## src/hw/rtl/sctb_pkg.sv

```systemverilog
// ----------------------------------------------------------------------------
// Countdown timer bank package
// Shared widths, codes and the slot entry type of the timer bank.
// ----------------------------------------------------------------------------
package sctb_pkg;

  localparam int SLOTS_DEF = 4;

  localparam int MODE_W    = 2;
  localparam int ELAPSED_W = 16;
  localparam int DUR_W     = 32;
  localparam int SIDX_W    = 4;
  localparam int OCC_W     = 5;

  typedef enum logic [MODE_W-1:0] {
    MODE_TICK   = 2'd0,
    MODE_INSERT = 2'd1,
    MODE_REMOVE = 2'd2
  } mode_e;

  typedef enum logic [1:0] {
    ST_IDLE,
    ST_WALK,
    ST_FLUSH,
    ST_DONE
  } state_e;

  typedef struct packed {
    logic             act;
    logic [DUR_W-1:0] rem;
  } entry_t;

endpackage

```

## src/hw/rtl/sctb_if.sv

```systemverilog
// ----------------------------------------------------------------------------
// Countdown timer bank channels
// Valid/ready channels for command words and status words.
// ----------------------------------------------------------------------------
interface sctb_in_if;
  import sctb_pkg::*;

  logic                 valid;
  logic                 ready;
  logic [MODE_W-1:0]    mode;
  logic [ELAPSED_W-1:0] elapsed;
  logic [DUR_W-1:0]     duration;
  logic [SIDX_W-1:0]    slot_index;

  modport source (output valid, output mode, output elapsed, output duration,
                  output slot_index, input ready);
  modport sink   (input valid, input mode, input elapsed, input duration,
                  input slot_index, output ready);
endinterface

interface sctb_out_if;
  import sctb_pkg::*;

  logic             valid;
  logic             ready;
  logic             fired;
  logic             accepted;
  logic             bank_full;
  logic             bank_empty;
  logic [OCC_W-1:0] occupied;

  modport source (output valid, output fired, output accepted, output bank_full,
                  output bank_empty, output occupied, input ready);
  modport sink   (input valid, input fired, input accepted, input bank_full,
                  input bank_empty, input occupied, output ready);
endinterface

```

## src/hw/rtl/sctb_mem.sv

```systemverilog
// ----------------------------------------------------------------------------
// Countdown timer bank slot memory
// One-port-read, one-port-write slot store with registered read data.
// Entries that were never written since reset read as zero.
// ----------------------------------------------------------------------------
module sctb_mem #(
  parameter int SLOTS = sctb_pkg::SLOTS_DEF,
  parameter int IDX_W = (SLOTS > 1) ? $clog2(SLOTS) : 1
) (
  input  logic              clk_i,
  input  logic              rst_ni,
  input  logic              rd_en_i,
  input  logic [IDX_W-1:0]  rd_addr_i,
  output sctb_pkg::entry_t  rd_data_o,
  input  logic              wr_en_i,
  input  logic [IDX_W-1:0]  wr_addr_i,
  input  sctb_pkg::entry_t  wr_data_i
);
  import sctb_pkg::*;

  entry_t           mem [SLOTS];
  logic [SLOTS-1:0] vld_q;
  entry_t           rdata_q;
  logic             rvld_q;

  always_ff @(posedge clk_i) begin
    if (wr_en_i) begin
      mem[wr_addr_i] <= wr_data_i;
    end
    if (rd_en_i) begin
      rdata_q <= mem[rd_addr_i];
    end
  end

  always_ff @(posedge clk_i or negedge rst_ni) begin
    if (!rst_ni) begin
      vld_q  <= '0;
      rvld_q <= 1'b0;
    end else begin
      if (wr_en_i) begin
        vld_q[wr_addr_i] <= 1'b1;
      end
      if (rd_en_i) begin
        rvld_q <= vld_q[rd_addr_i];
      end
    end
  end

  assign rd_data_o = rvld_q ? rdata_q : '0;

endmodule

```

## src/hw/rtl/sctb_walk.sv

```systemverilog
// ----------------------------------------------------------------------------
// Countdown timer bank slot walker
// Walks the slot memory once per tick, insert or remove word, reading one slot
// per cycle and writing it back updated; holds the status word until taken.
// ----------------------------------------------------------------------------
module sctb_walk #(
  parameter int SLOTS = sctb_pkg::SLOTS_DEF,
  parameter int IDX_W = (SLOTS > 1) ? $clog2(SLOTS) : 1,
  parameter int CNT_W = $clog2(SLOTS + 1)
) (
  input  logic              clk_i,
  input  logic              rst_ni,
  sctb_in_if.sink           in_i,
  sctb_out_if.source        out_o,
  output logic              rd_en_o,
  output logic [IDX_W-1:0]  rd_addr_o,
  input  sctb_pkg::entry_t  rd_data_i,
  output logic              wr_en_o,
  output logic [IDX_W-1:0]  wr_addr_o,
  output sctb_pkg::entry_t  wr_data_o
);
  import sctb_pkg::*;

  localparam int K_W = IDX_W + 1;
  localparam logic [IDX_W-1:0] LAST = IDX_W'(SLOTS - 1);

  state_e               state_q, state_d;
  logic [K_W-1:0]       rk_q, rk_d;
  logic                 dv_q, dv_d;
  logic [IDX_W-1:0]     dk_q, dk_d;
  logic [MODE_W-1:0]    mode_q, mode_d;
  logic [ELAPSED_W-1:0] elapsed_q, elapsed_d;
  logic [SIDX_W-1:0]    idx_q, idx_d;
  logic [DUR_W-1:0]     v_q, v_d;
  logic                 acc_q, acc_d;
  logic                 fired_q, fired_d;
  logic                 stop_q, stop_d;
  logic [CNT_W-1:0]     cnt_q, cnt_d;
  logic [CNT_W-1:0]     occ_q, occ_d;

  logic                 ovalid_q, ovalid_d;
  logic                 ofired_q, ofired_d;
  logic                 oacc_q, oacc_d;
  logic                 ofull_q, ofull_d;
  logic                 oempty_q, oempty_d;
  logic [OCC_W-1:0]     oocc_q, oocc_d;

  logic [DUR_W-1:0]     rem;
  logic [DUR_W-1:0]     ela_ext;
  logic [DUR_W-1:0]     mx;
  logic [DUR_W-1:0]     mn;
  logic [SIDX_W:0]      dk_ext;
  logic [SIDX_W:0]      idx_ext;

  always_ff @(posedge clk_i or negedge rst_ni) begin
    if (!rst_ni) begin
      state_q  <= ST_IDLE;
      rk_q     <= '0;
      dv_q     <= 1'b0;
      dk_q     <= '0;
      acc_q    <= 1'b0;
      fired_q  <= 1'b0;
      stop_q   <= 1'b0;
      cnt_q    <= '0;
      occ_q    <= '0;
      ovalid_q <= 1'b0;
    end else begin
      state_q  <= state_d;
      rk_q     <= rk_d;
      dv_q     <= dv_d;
      dk_q     <= dk_d;
      acc_q    <= acc_d;
      fired_q  <= fired_d;
      stop_q   <= stop_d;
      cnt_q    <= cnt_d;
      occ_q    <= occ_d;
      ovalid_q <= ovalid_d;
    end
  end

  always_ff @(posedge clk_i) begin
    mode_q    <= mode_d;
    elapsed_q <= elapsed_d;
    idx_q     <= idx_d;
    v_q       <= v_d;
    ofired_q  <= ofired_d;
    oacc_q    <= oacc_d;
    ofull_q   <= ofull_d;
    oempty_q  <= oempty_d;
    oocc_q    <= oocc_d;
  end

  assign rem     = rd_data_i.rem;
  assign ela_ext = DUR_W'(elapsed_q);
  assign mx      = (rem < v_q) ? v_q : rem;
  assign mn      = (rem < v_q) ? rem : v_q;
  assign dk_ext  = (SIDX_W + 1)'(dk_q);
  assign idx_ext = {1'b0, idx_q};

  always_comb begin
    state_d   = state_q;
    rk_d      = rk_q;
    dv_d      = 1'b0;
    dk_d      = dk_q;
    mode_d    = mode_q;
    elapsed_d = elapsed_q;
    idx_d     = idx_q;
    v_d       = v_q;
    acc_d     = acc_q;
    fired_d   = fired_q;
    stop_d    = stop_q;
    cnt_d     = cnt_q;
    occ_d     = occ_q;
    ovalid_d  = ovalid_q;
    ofired_d  = ofired_q;
    oacc_d    = oacc_q;
    ofull_d   = ofull_q;
    oempty_d  = oempty_q;
    oocc_d    = oocc_q;
    rd_en_o   = 1'b0;
    rd_addr_o = rk_q[IDX_W-1:0];
    wr_en_o   = 1'b0;
    wr_addr_o = dk_q;
    wr_data_o = '0;
    in_i.ready = 1'b0;

    if (ovalid_q && out_o.ready) begin
      ovalid_d = 1'b0;
    end

    case (state_q)
      ST_IDLE: begin
        in_i.ready = 1'b1;
        if (in_i.valid) begin
          mode_d    = in_i.mode;
          elapsed_d = in_i.elapsed;
          idx_d     = in_i.slot_index;
          fired_d   = 1'b0;
          stop_d    = 1'b0;
          cnt_d     = '0;
          rk_d      = '0;
          acc_d     = 1'b0;
          v_d       = '0;
          state_d   = ST_WALK;
          case (in_i.mode)
            MODE_TICK: begin
            end
            MODE_INSERT: begin
              acc_d = (in_i.duration != '0) && (occ_q < CNT_W'(SLOTS));
              v_d   = acc_d ? in_i.duration : '0;
            end
            MODE_REMOVE: begin
              acc_d = {1'b0, in_i.slot_index} < (SIDX_W + 1)'(SLOTS);
            end
            default: begin
              state_d = ST_DONE;
            end
          endcase
        end
      end

      ST_WALK: begin
        if (rk_q < K_W'(SLOTS)) begin
          rd_en_o = 1'b1;
          rk_d    = rk_q + K_W'(1);
          dv_d    = 1'b1;
          dk_d    = rk_q[IDX_W-1:0];
        end
        if (dv_q) begin
          case (mode_q)
            MODE_TICK: begin
              if (!stop_q && rd_data_i.act) begin
                wr_en_o = 1'b1;
                if (rem != '0) begin
                  wr_data_o.act = 1'b1;
                  wr_data_o.rem = (rem > ela_ext) ? rem - ela_ext : '0;
                end else begin
                  fired_d = 1'b1;
                  stop_d  = 1'b1;
                end
              end
            end
            MODE_INSERT: begin
              // The slots stay in descending order, so one merge pass sorts.
              wr_en_o       = 1'b1;
              wr_data_o.act = (mx != '0);
              wr_data_o.rem = mx;
              v_d           = mn;
              cnt_d         = cnt_q + CNT_W'(mx != '0);
            end
            default: begin
              // Remove: the slots after the cleared one move up by one place.
              wr_data_o.act = (rem != '0);
              wr_data_o.rem = rem;
              if (acc_q && dk_ext == idx_ext) begin
                wr_en_o = 1'b0;
              end else begin
                wr_en_o = 1'b1;
                cnt_d   = cnt_q + CNT_W'(rem != '0);
                if (acc_q && dk_ext > idx_ext) begin
                  wr_addr_o = dk_q - IDX_W'(1);
                end
              end
            end
          endcase
          if (dk_q == LAST) begin
            if (mode_q == MODE_TICK) begin
              occ_d = occ_q - CNT_W'(fired_d);
            end else begin
              occ_d = cnt_d;
            end
            state_d = (mode_q == MODE_REMOVE && acc_q) ? ST_FLUSH : ST_DONE;
          end
        end
      end

      ST_FLUSH: begin
        wr_en_o   = 1'b1;
        wr_addr_o = LAST;
        wr_data_o = '0;
        state_d   = ST_DONE;
      end

      ST_DONE: begin
        if (!ovalid_q || out_o.ready) begin
          ovalid_d = 1'b1;
          ofired_d = fired_q;
          oacc_d   = acc_q;
          ofull_d  = (occ_q == CNT_W'(SLOTS));
          oempty_d = (occ_q == '0);
          oocc_d   = OCC_W'(occ_q);
          state_d  = ST_IDLE;
        end
      end

      default: begin
        state_d = ST_IDLE;
      end
    endcase
  end

  assign out_o.valid      = ovalid_q;
  assign out_o.fired      = ofired_q;
  assign out_o.accepted   = oacc_q;
  assign out_o.bank_full  = ofull_q;
  assign out_o.bank_empty = oempty_q;
  assign out_o.occupied   = oocc_q;

endmodule

```

## src/hw/rtl/sorted_countdown_timer_bank_top.sv

```systemverilog
// ----------------------------------------------------------------------------
// Sorted countdown timer bank
// A bank of SLOTS one-shot countdown timers kept in descending order.
// ----------------------------------------------------------------------------
// The command channel in_i takes one word per tick, insert or remove request.
// The status channel out_o returns exactly one word per command word, with
// the fired and accepted flags and the bank occupancy after the command.
// The slots live in a small memory with one read and one write port. Each
// tick, insert or remove command walks the memory one slot per cycle, reading a
// slot and writing the updated slot back in the following cycle.
// An accepted remove ends with a flush write that clears the last slot; the
// unused mode skips the walk. One command is in flight at a time; the memory
// walk sets the rate.
// A status word waits in an output register, and the next command word is
// taken while it waits. If the receiver stalls, a finished command holds until
// the register is free, and no further command word is taken meanwhile.
// After reset every slot reads as empty and inactive, with no clearing pass.
// ----------------------------------------------------------------------------
module sorted_countdown_timer_bank_top #(
  parameter int SLOTS = sctb_pkg::SLOTS_DEF
) (
  input  logic        clk_i,
  input  logic        rst_ni,
  sctb_in_if.sink     in_i,
  sctb_out_if.source  out_o
);
  import sctb_pkg::*;

  localparam int IDX_W = (SLOTS > 1) ? $clog2(SLOTS) : 1;
  localparam int CNT_W = $clog2(SLOTS + 1);

  logic             rd_en;
  logic [IDX_W-1:0] rd_addr;
  entry_t           rd_data;
  logic             wr_en;
  logic [IDX_W-1:0] wr_addr;
  entry_t           wr_data;

  sctb_mem #(
    .SLOTS (SLOTS),
    .IDX_W (IDX_W)
  ) u_mem (
    .clk_i     (clk_i),
    .rst_ni    (rst_ni),
    .rd_en_i   (rd_en),
    .rd_addr_i (rd_addr),
    .rd_data_o (rd_data),
    .wr_en_i   (wr_en),
    .wr_addr_i (wr_addr),
    .wr_data_i (wr_data)
  );

  sctb_walk #(
    .SLOTS (SLOTS),
    .IDX_W (IDX_W),
    .CNT_W (CNT_W)
  ) u_walk (
    .clk_i     (clk_i),
    .rst_ni    (rst_ni),
    .in_i      (in_i),
    .out_o     (out_o),
    .rd_en_o   (rd_en),
    .rd_addr_o (rd_addr),
    .rd_data_i (rd_data),
    .wr_en_o   (wr_en),
    .wr_addr_o (wr_addr),
    .wr_data_o (wr_data)
  );

endmodule

```

## src/flat_wrapper.sv

```systemverilog
// flat-port wrapper written by rule: the top's interface ports become plain ports
module sorted_countdown_timer_bank_top_flat import sctb_pkg::*;
#(
  parameter int SLOTS = sctb_pkg::SLOTS_DEF
)
  (clk_i, rst_ni, in_i_valid, in_i_mode, in_i_elapsed, in_i_duration, in_i_slot_index, in_i_ready, out_o_valid, out_o_fired, out_o_accepted, out_o_bank_full, out_o_bank_empty, out_o_occupied, out_o_ready);
  sctb_in_if in_i_i ();
  sctb_out_if out_o_i ();
  input  logic clk_i;
  input  logic rst_ni;
  input wire logic [$bits(in_i_i.valid)-1:0] in_i_valid;
  input wire logic [$bits(in_i_i.mode)-1:0] in_i_mode;
  input wire logic [$bits(in_i_i.elapsed)-1:0] in_i_elapsed;
  input wire logic [$bits(in_i_i.duration)-1:0] in_i_duration;
  input wire logic [$bits(in_i_i.slot_index)-1:0] in_i_slot_index;
  output wire logic [$bits(in_i_i.ready)-1:0] in_i_ready;
  output wire logic [$bits(out_o_i.valid)-1:0] out_o_valid;
  output wire logic [$bits(out_o_i.fired)-1:0] out_o_fired;
  output wire logic [$bits(out_o_i.accepted)-1:0] out_o_accepted;
  output wire logic [$bits(out_o_i.bank_full)-1:0] out_o_bank_full;
  output wire logic [$bits(out_o_i.bank_empty)-1:0] out_o_bank_empty;
  output wire logic [$bits(out_o_i.occupied)-1:0] out_o_occupied;
  input wire logic [$bits(out_o_i.ready)-1:0] out_o_ready;
  assign in_i_i.valid = in_i_valid;
  assign in_i_i.mode = in_i_mode;
  assign in_i_i.elapsed = in_i_elapsed;
  assign in_i_i.duration = in_i_duration;
  assign in_i_i.slot_index = in_i_slot_index;
  assign in_i_ready = in_i_i.ready;
  assign out_o_valid = out_o_i.valid;
  assign out_o_fired = out_o_i.fired;
  assign out_o_accepted = out_o_i.accepted;
  assign out_o_bank_full = out_o_i.bank_full;
  assign out_o_bank_empty = out_o_i.bank_empty;
  assign out_o_occupied = out_o_i.occupied;
  assign out_o_i.ready = out_o_ready;
  sorted_countdown_timer_bank_top #(.SLOTS(SLOTS)) u_core (.clk_i(clk_i), .rst_ni(rst_ni), .in_i(in_i_i), .out_o(out_o_i));
endmodule
```

## config.mk

```make
export PLATFORM = sky130hd
export DESIGN_NAME = sorted_countdown_timer_bank_top_flat
export DESIGN_NICKNAME = d
export VERILOG_FILES = /design/src/hw/rtl/sctb_pkg.sv /design/src/hw/rtl/sctb_if.sv /design/src/hw/rtl/sctb_mem.sv /design/src/hw/rtl/sctb_walk.sv /design/src/hw/rtl/sorted_countdown_timer_bank_top.sv /design/src/flat_wrapper.sv
export SDC_FILE = /design/constraint.sdc
export NUM_CORES = 1
export LEC_CHECK = 0
export BUFFER_PORTS_ARGS = -buffer_cell sky130_fd_sc_hd__buf_4
export CAP_MARGIN = 0
export CORE_UTILIZATION = 55
export CTS_BUF_LIST = sky130_fd_sc_hd__clkbuf_16
export DETAILED_ROUTE_END_ITERATION = 10
export GPL_TIMING_DRIVEN = 1
export PLACE_DENSITY_LB_ADDON = 0.15
export SYNTH_ARGS = -nofsm -noshare
export SYNTH_HDL_FRONTEND = slang
export SYNTH_SLANG_ARGS = --single-unit
```

## constraint.sdc

```tcl
create_clock -name clk_i -period 5.5 [get_ports clk_i]
set_input_delay 0.55 -clock clk_i [delete_from_list [all_inputs] [get_ports clk_i]]
set_output_delay 0.55 -clock clk_i [all_outputs]
set_load 0.02 [all_outputs]
```

== Word level (Yosys, flattened, before mapping) ==
Memory sizes are Yosys's and may differ from the RTL's. A register that Yosys moved wholly into a read port is not among the register bits.
Index checks and enable logic that the tools add are counted.

* Word-level logic and storage cells: 153
* Flip-flop bits (word level): 84
* RAM bits: 132
* Memories kept: 1

{| class="wikitable"
|+ Memories
! memory !! depth !! width !! rd ports !! clocked after memory_dff !! write ports !! RTL line !! text
|-
| u_core.u_mem.mem || 4 || 33 || 1 || 1 || 1 || sctb_mem.sv:21 || <nowiki>entry_t mem [SLOTS];</nowiki>
|}

* $lt $le $gt $ge: 9
* Equal/unequal tests: 20
* Reduce and logical (&&, ||, !) cells: 29
* Muxes and demuxes: 66
* Add/subtract/negate cells: 6
* Bitwise gates (word level): 1

{| class="wikitable"
|+ Operators by type and width
! cell !! number
|-
| 32-bit two-way mux || 8
|-
| 33-bit two-way mux || 5
|-
| 32-bit nonzero test || 3
|-
| 33-bit one-hot mux with 2 select lines || 1
|-
| 32-bit one-hot mux with 2 select lines || 1
|-
| 32-bit by 16-bit > comparator with 1-bit output || 1
|-
| 32-bit less-than comparator || 1
|-
| 32-bit by 16-bit subtractor with 32-bit output || 1
|-
| 1-bit two-way mux || 25
|-
| 2-bit two-way mux || 9
|-
| 2-bit inequality test (second input constant) || 9
|-
| 3-bit one-hot mux with 2 select lines || 3
|-
| 3-bit two-way mux || 5
|-
| 2-bit == test (second input constant) || 5
|-
| 1-bit one-hot mux with 2 select lines || 5
|-
| 3-bit AND reduction || 3
|-
| 2-bit one-hot mux with 4 select lines || 1
|-
| 1-bit logical AND || 7
|-
| 3-bit by 1-bit adder with 3-bit output || 2
|-
| 2-bit by 1-bit == test with 1-bit output (second input constant) || 3
|-
| 2-bit zero test || 3
|-
| 2-bit by 3-bit less-than comparator with 1-bit output (second input constant) || 2
|-
| 3-bit less-than comparator (second input constant) || 2
|-
| 2-bit AND reduction || 3
|-
| 22 further kinds || 23
|}

== Longest topological paths before layout ==
* Depth after elaboration: 12
* Depth in mapped cells: 23
* Mapped depth without buffers: 17

== Modules after synthesis ==
From an unflattened synthesis, not the netlist that was laid out.

* Cells, all modules: 1063
* Area total of the unflattened synthesis: 13010.0 µm²

{| class="wikitable"
|+ Modules (own cells, without submodules)
! module !! area each (µm²) !! sequential area each (µm²) !! times used !! cells each
|-
| sctb_walk || 6765.2 || 2282.2 || 1 || 801
|-
| sctb_mem || 6244.7 || 5079.9 || 1 || 262
|}

== Worst setup path after synthesis ==
Ideal clock, no wire load.

* Kind: flip-flop to flip-flop
* Start: reg u_core.u_mem.rvld_q
* End: reg u_core.u_walk.v_q[0] (enable)
* Clock period less this slack: 5.124 ns
* Data arrival time: 4.692 ns
* Data required time: 5.068 ns
* Setup slack: 0.376 ns
* Library setup time: 0.432 ns
* Path buffers: 6
* Stages on the path, launching flop included: 17
* Path through: dfrtp_1 > buf_2 > buf_2 > buf_6 > clkbuf_1 > clkbuf_1 > nand2_1 > inv_1 > ha_1 > a21o_1 > a211oi_1 > nor4_4 > a32o_2 > nor2_2 > buf_2 > nand2_1 > a21oi_1

* Longest elaborated chain between the ends: 4

{| class="wikitable"
|+ RTL lines
! what !! RTL line !! text
|-
| from (decl) || sctb_mem.sv:24 || <nowiki>logic rvld_q;</nowiki>
|-
| from (signal assigned) || sctb_mem.sv:44 || <nowiki>rvld_q <= vld_q[rd_addr_i];</nowiki>
|-
| 33-bit two-way mux || sctb_mem.sv:49 || <nowiki>assign rd_data_o = rvld_q ? rdata_q : '0;</nowiki>
|-
| 32-bit less-than comparator || sctb_walk.sv:96 || <nowiki>assign mn = (rem < v_q) ? rem : v_q;</nowiki>
|-
| 2-bit inequality test (no source line) || n/a ||
|-
| 5-bit AND reduction (no source line) || n/a ||
|-
| to (signal assigned) || sctb_walk.sv:85 || <nowiki>v_q <= v_d;</nowiki>
|-
| to (decl) || sctb_walk.sv:34 || <nowiki>logic [DUR_W-1:0] v_q, v_d;</nowiki>
|}

Every way passes these cells.
A chain may end at the register's enable or synchronous reset.

==> results.ini <==
[global_routing]
grtUsageTotal=0.299
grt_pass1_wl_mm=55.0
grt_antenna_before_repair=0
grt_max_degree=74
grt_pass1_vias=9479
gr-total-overflow=0

[timing]
setup_slack_ns=0.854
skew_ns=0.0159
period_minus_slack_ns=4.65
rsz0062_at_grt=no
setup_violations=0
slew_headroom=0.253
finalMaxSlewViolations=0
setup-tns-final_ns=0
hold_viol_final=0
timing.hold.ws_ns=0.192
max_clock_freq_mhz=215
period_share=0.845
worst_slew_pin_slew_ns=1.12

[clock_tree]
cts_made_buffers=26
clkLatencyLatePin_ns=0.53
cts_root_buf=clkbuf_16
cts_tree=yes
clock_path_buffers=3
cts.sinks=249
cts_resized=0
cts_max_level=1
cts_setup_buffers=0
ctsHoldBuffers=1
clk_pin_slew_ns=0.06

[finish]
final_cell_mix=edfxtp_1, nand2_1, buf_4
fillers=1862
num_antenna_cells=0
fin_util=0.634
fin_area_mm2=0.0150
drive_gt1_frac=0.157
fin_nets=1325
layout_commonest_cell=edfxtp_1
area_growth_pct=12.2

[setup_path]
worst_r2r_endpoint=u_core.u_mem.mem[3][6]$_DFFE_PP_
cp.arrival_ns=4.91
rr_worst_depth=11
required_ns=5.76
r2r_slack_ns=0.85
r2r_start=u_core.u_mem.rvld_q$_DFFE_PN0P_
path_class=register to register
critPathMaxFanout=32
end_kind=register
cp-start-kind=register

[worst_hold_path]
hold_class=input pin to register
hold_depth=1
worstHoldStart=in_i_slot_index[0]
min_to=u_core.u_walk.idx_q[0]$_DFFE_PP_

[synth]
synth-edff-count=226
seq_area_frac_synth=0.552
synthArstFlopShare=0.0924
synth_flop_cell=edfxtp_1
yosysTopAreaCell=edfxtp_1
synth_warnings=0
yosys.area.top_type_share=0.509
synthTopCellsByArea=edfxtp_1, mux4_2, ha_1, dfrtp_1, nand2_1
synth_seq_cells=249
synth_area_mm2=0.0133
synthCells=1146
syn_avg_cell_area_um2=11.6
synth_cell_type_count=89

[floorplanning]
die_w_um=158
die_y_um=158
row_count=56
ios=69
start_util=0.565
dieArea_mm2=0.0249
core_region_area_mm2=0.0236

[placement]
place_congestion=0.954
io_buffers=66
place_area_mm2=0.0142
hpwl_mm=26.0
post-place-ws_ns=1.01

[drt]
vias=9645
routed_wl_mm=35.8
drt_iter0_markers=879
postRouteAntennaNets=0
dr.pass1.iters=6
viasPerCell=6.26
drcViolationCount=0
wire_per_inst_um=23.2

[pwr]
p_per_area_mw_per_mm2=586
power_leakage_uw=0.00563
vdd_drop_max_mv=0.383

[run]
cap_viol_max_count=0

[outcome]
outcome=completed

power by group:
part / internal (µW) / switching, µW / leakage, µW
clock network: 879 / 696 / 0.000388
logic: 1460 / 2560 / 0.00282
registers: 2770 / 411 / 0.00242
cells in the mapped netlist, types with 13 or more instances:
cell	number
mux4_2	34
o211ai_1	13
and2_1	19
nand2_1	141
nor4_1	26
nor2_1	46
dfrtp_1	23
clkbuf_1	39
ha_1	61
o21a_1	15
nand3_1	31
nor3_1	28
a21oi_1	42
o21ai_0	71
nand4_1	13
and3_1	14
inv_1	83
edfxtp_1	226
a31oi_1	20
how the worst max path moves through the flow:
stage	startpoint	to	slack, ns	cells past startpoint
6_report	u_core.u_mem.rvld_q$_DFFE_PN0P_	u_core.u_mem.mem[3][6]$_DFFE_PP_	0.85	11
5_1_grt	u_core.u_mem.rvld_q$_DFFE_PN0P_	u_core.u_mem.mem[0][26]$_DFFE_PP_	0.50	11
4_1_cts	u_core.u_mem.rvld_q$_DFFE_PN0P_	u_core.u_walk.occ_q[2]$_DFFE_PN0P_	0.98	17
3_5_place_dp	u_core.u_mem.rvld_q$_DFFE_PN0P_	u_core.u_walk.occ_q[2]$_DFFE_PN0P_	1.01	17
3_3_place_gp	u_core.u_mem.rvld_q$_DFFE_PN0P_	u_core.u_walk.occ_q[2]$_DFFE_PN0P_	1.06	17
2_1_floorplan	u_core.u_mem.rvld_q$_DFFE_PN0P_	u_core.u_walk.v_q[0]$_DFFE_PP_	0.38	16
worst max-delay path, cell delays in order (launching register included):
cell and delay, ns:
dfrtp_1 0.95, buf_4 0.30, nand2_1 0.10, ha_1 0.25, fa_1 0.46, o2bb2ai_1 0.20, and4_1 0.25, o21ai_1 0.14
and3_1 0.33, o21ai_2 0.70, a21oi_1 0.14, a211oi_1 0.52
cells by family after synthesis:
family          after synthesis  synth area share
other cells                   1          0.000281
fa+ha+maj                    63            0.0594
compound gates              266             0.136
flops                       249             0.552
xor+xnor                     10           0.00656
buf+inv                     147            0.0450
mux                          44            0.0650
simple gates                366             0.136
per-layer routing:
metal	global-route usage	share of wire	up-vias
met5	0	0	-
met4	0.108	0.037	0
met3	0.0323	0.053	86
met2	0.514	0.50	364
met1	0.391	0.41	4742
li1	-	-	4453
registers in the layout, indices dropped and copies added (netlist names), 2 cells and up:
| name | flops |
|---|---|
| u_core.u_walk.rk_q | 3 |
| u_core.u_walk.cnt_q | 3 |
| u_core.u_walk.dk_q | 2 |
| u_core.u_walk.mode_q | 2 |
| u_core.u_walk.elapsed_q | 16 |
| u_core.u_mem.vld_q | 4 |
| u_core.u_walk.idx_q | 4 |
| u_core.u_mem.mem | 132 |
| u_core.u_walk.out_o.occupied | 3 |
| u_core.u_mem.rdata_q | 33 |
| u_core.u_walk.v_q | 32 |
| u_core.u_walk.state_q | 2 |
| u_core.u_walk.occ_q | 3 |
cell type report:
type	count	area, µm²	area share
Sequential cell	249	7360	0.492
Multi-Input combinational cell	751	5430	0.363
Timing Repair Buffer	94	708	0.0473
Clock buffer	27	676	0.0451
Tap cell	319	399	0.0267
Inverter	83	312	0.0208
Clock inverter	18	85.1	0.00568
through the flow:
stage	cells	power, µW
final	1541	8780
after global routing	1541	9270
after CTS	1541	8750
after detailed placement	1495	7160
after global placement	1495	7130
after floorplan	1147	5880
Note: power is estimated with default switching activity, not from simulation.
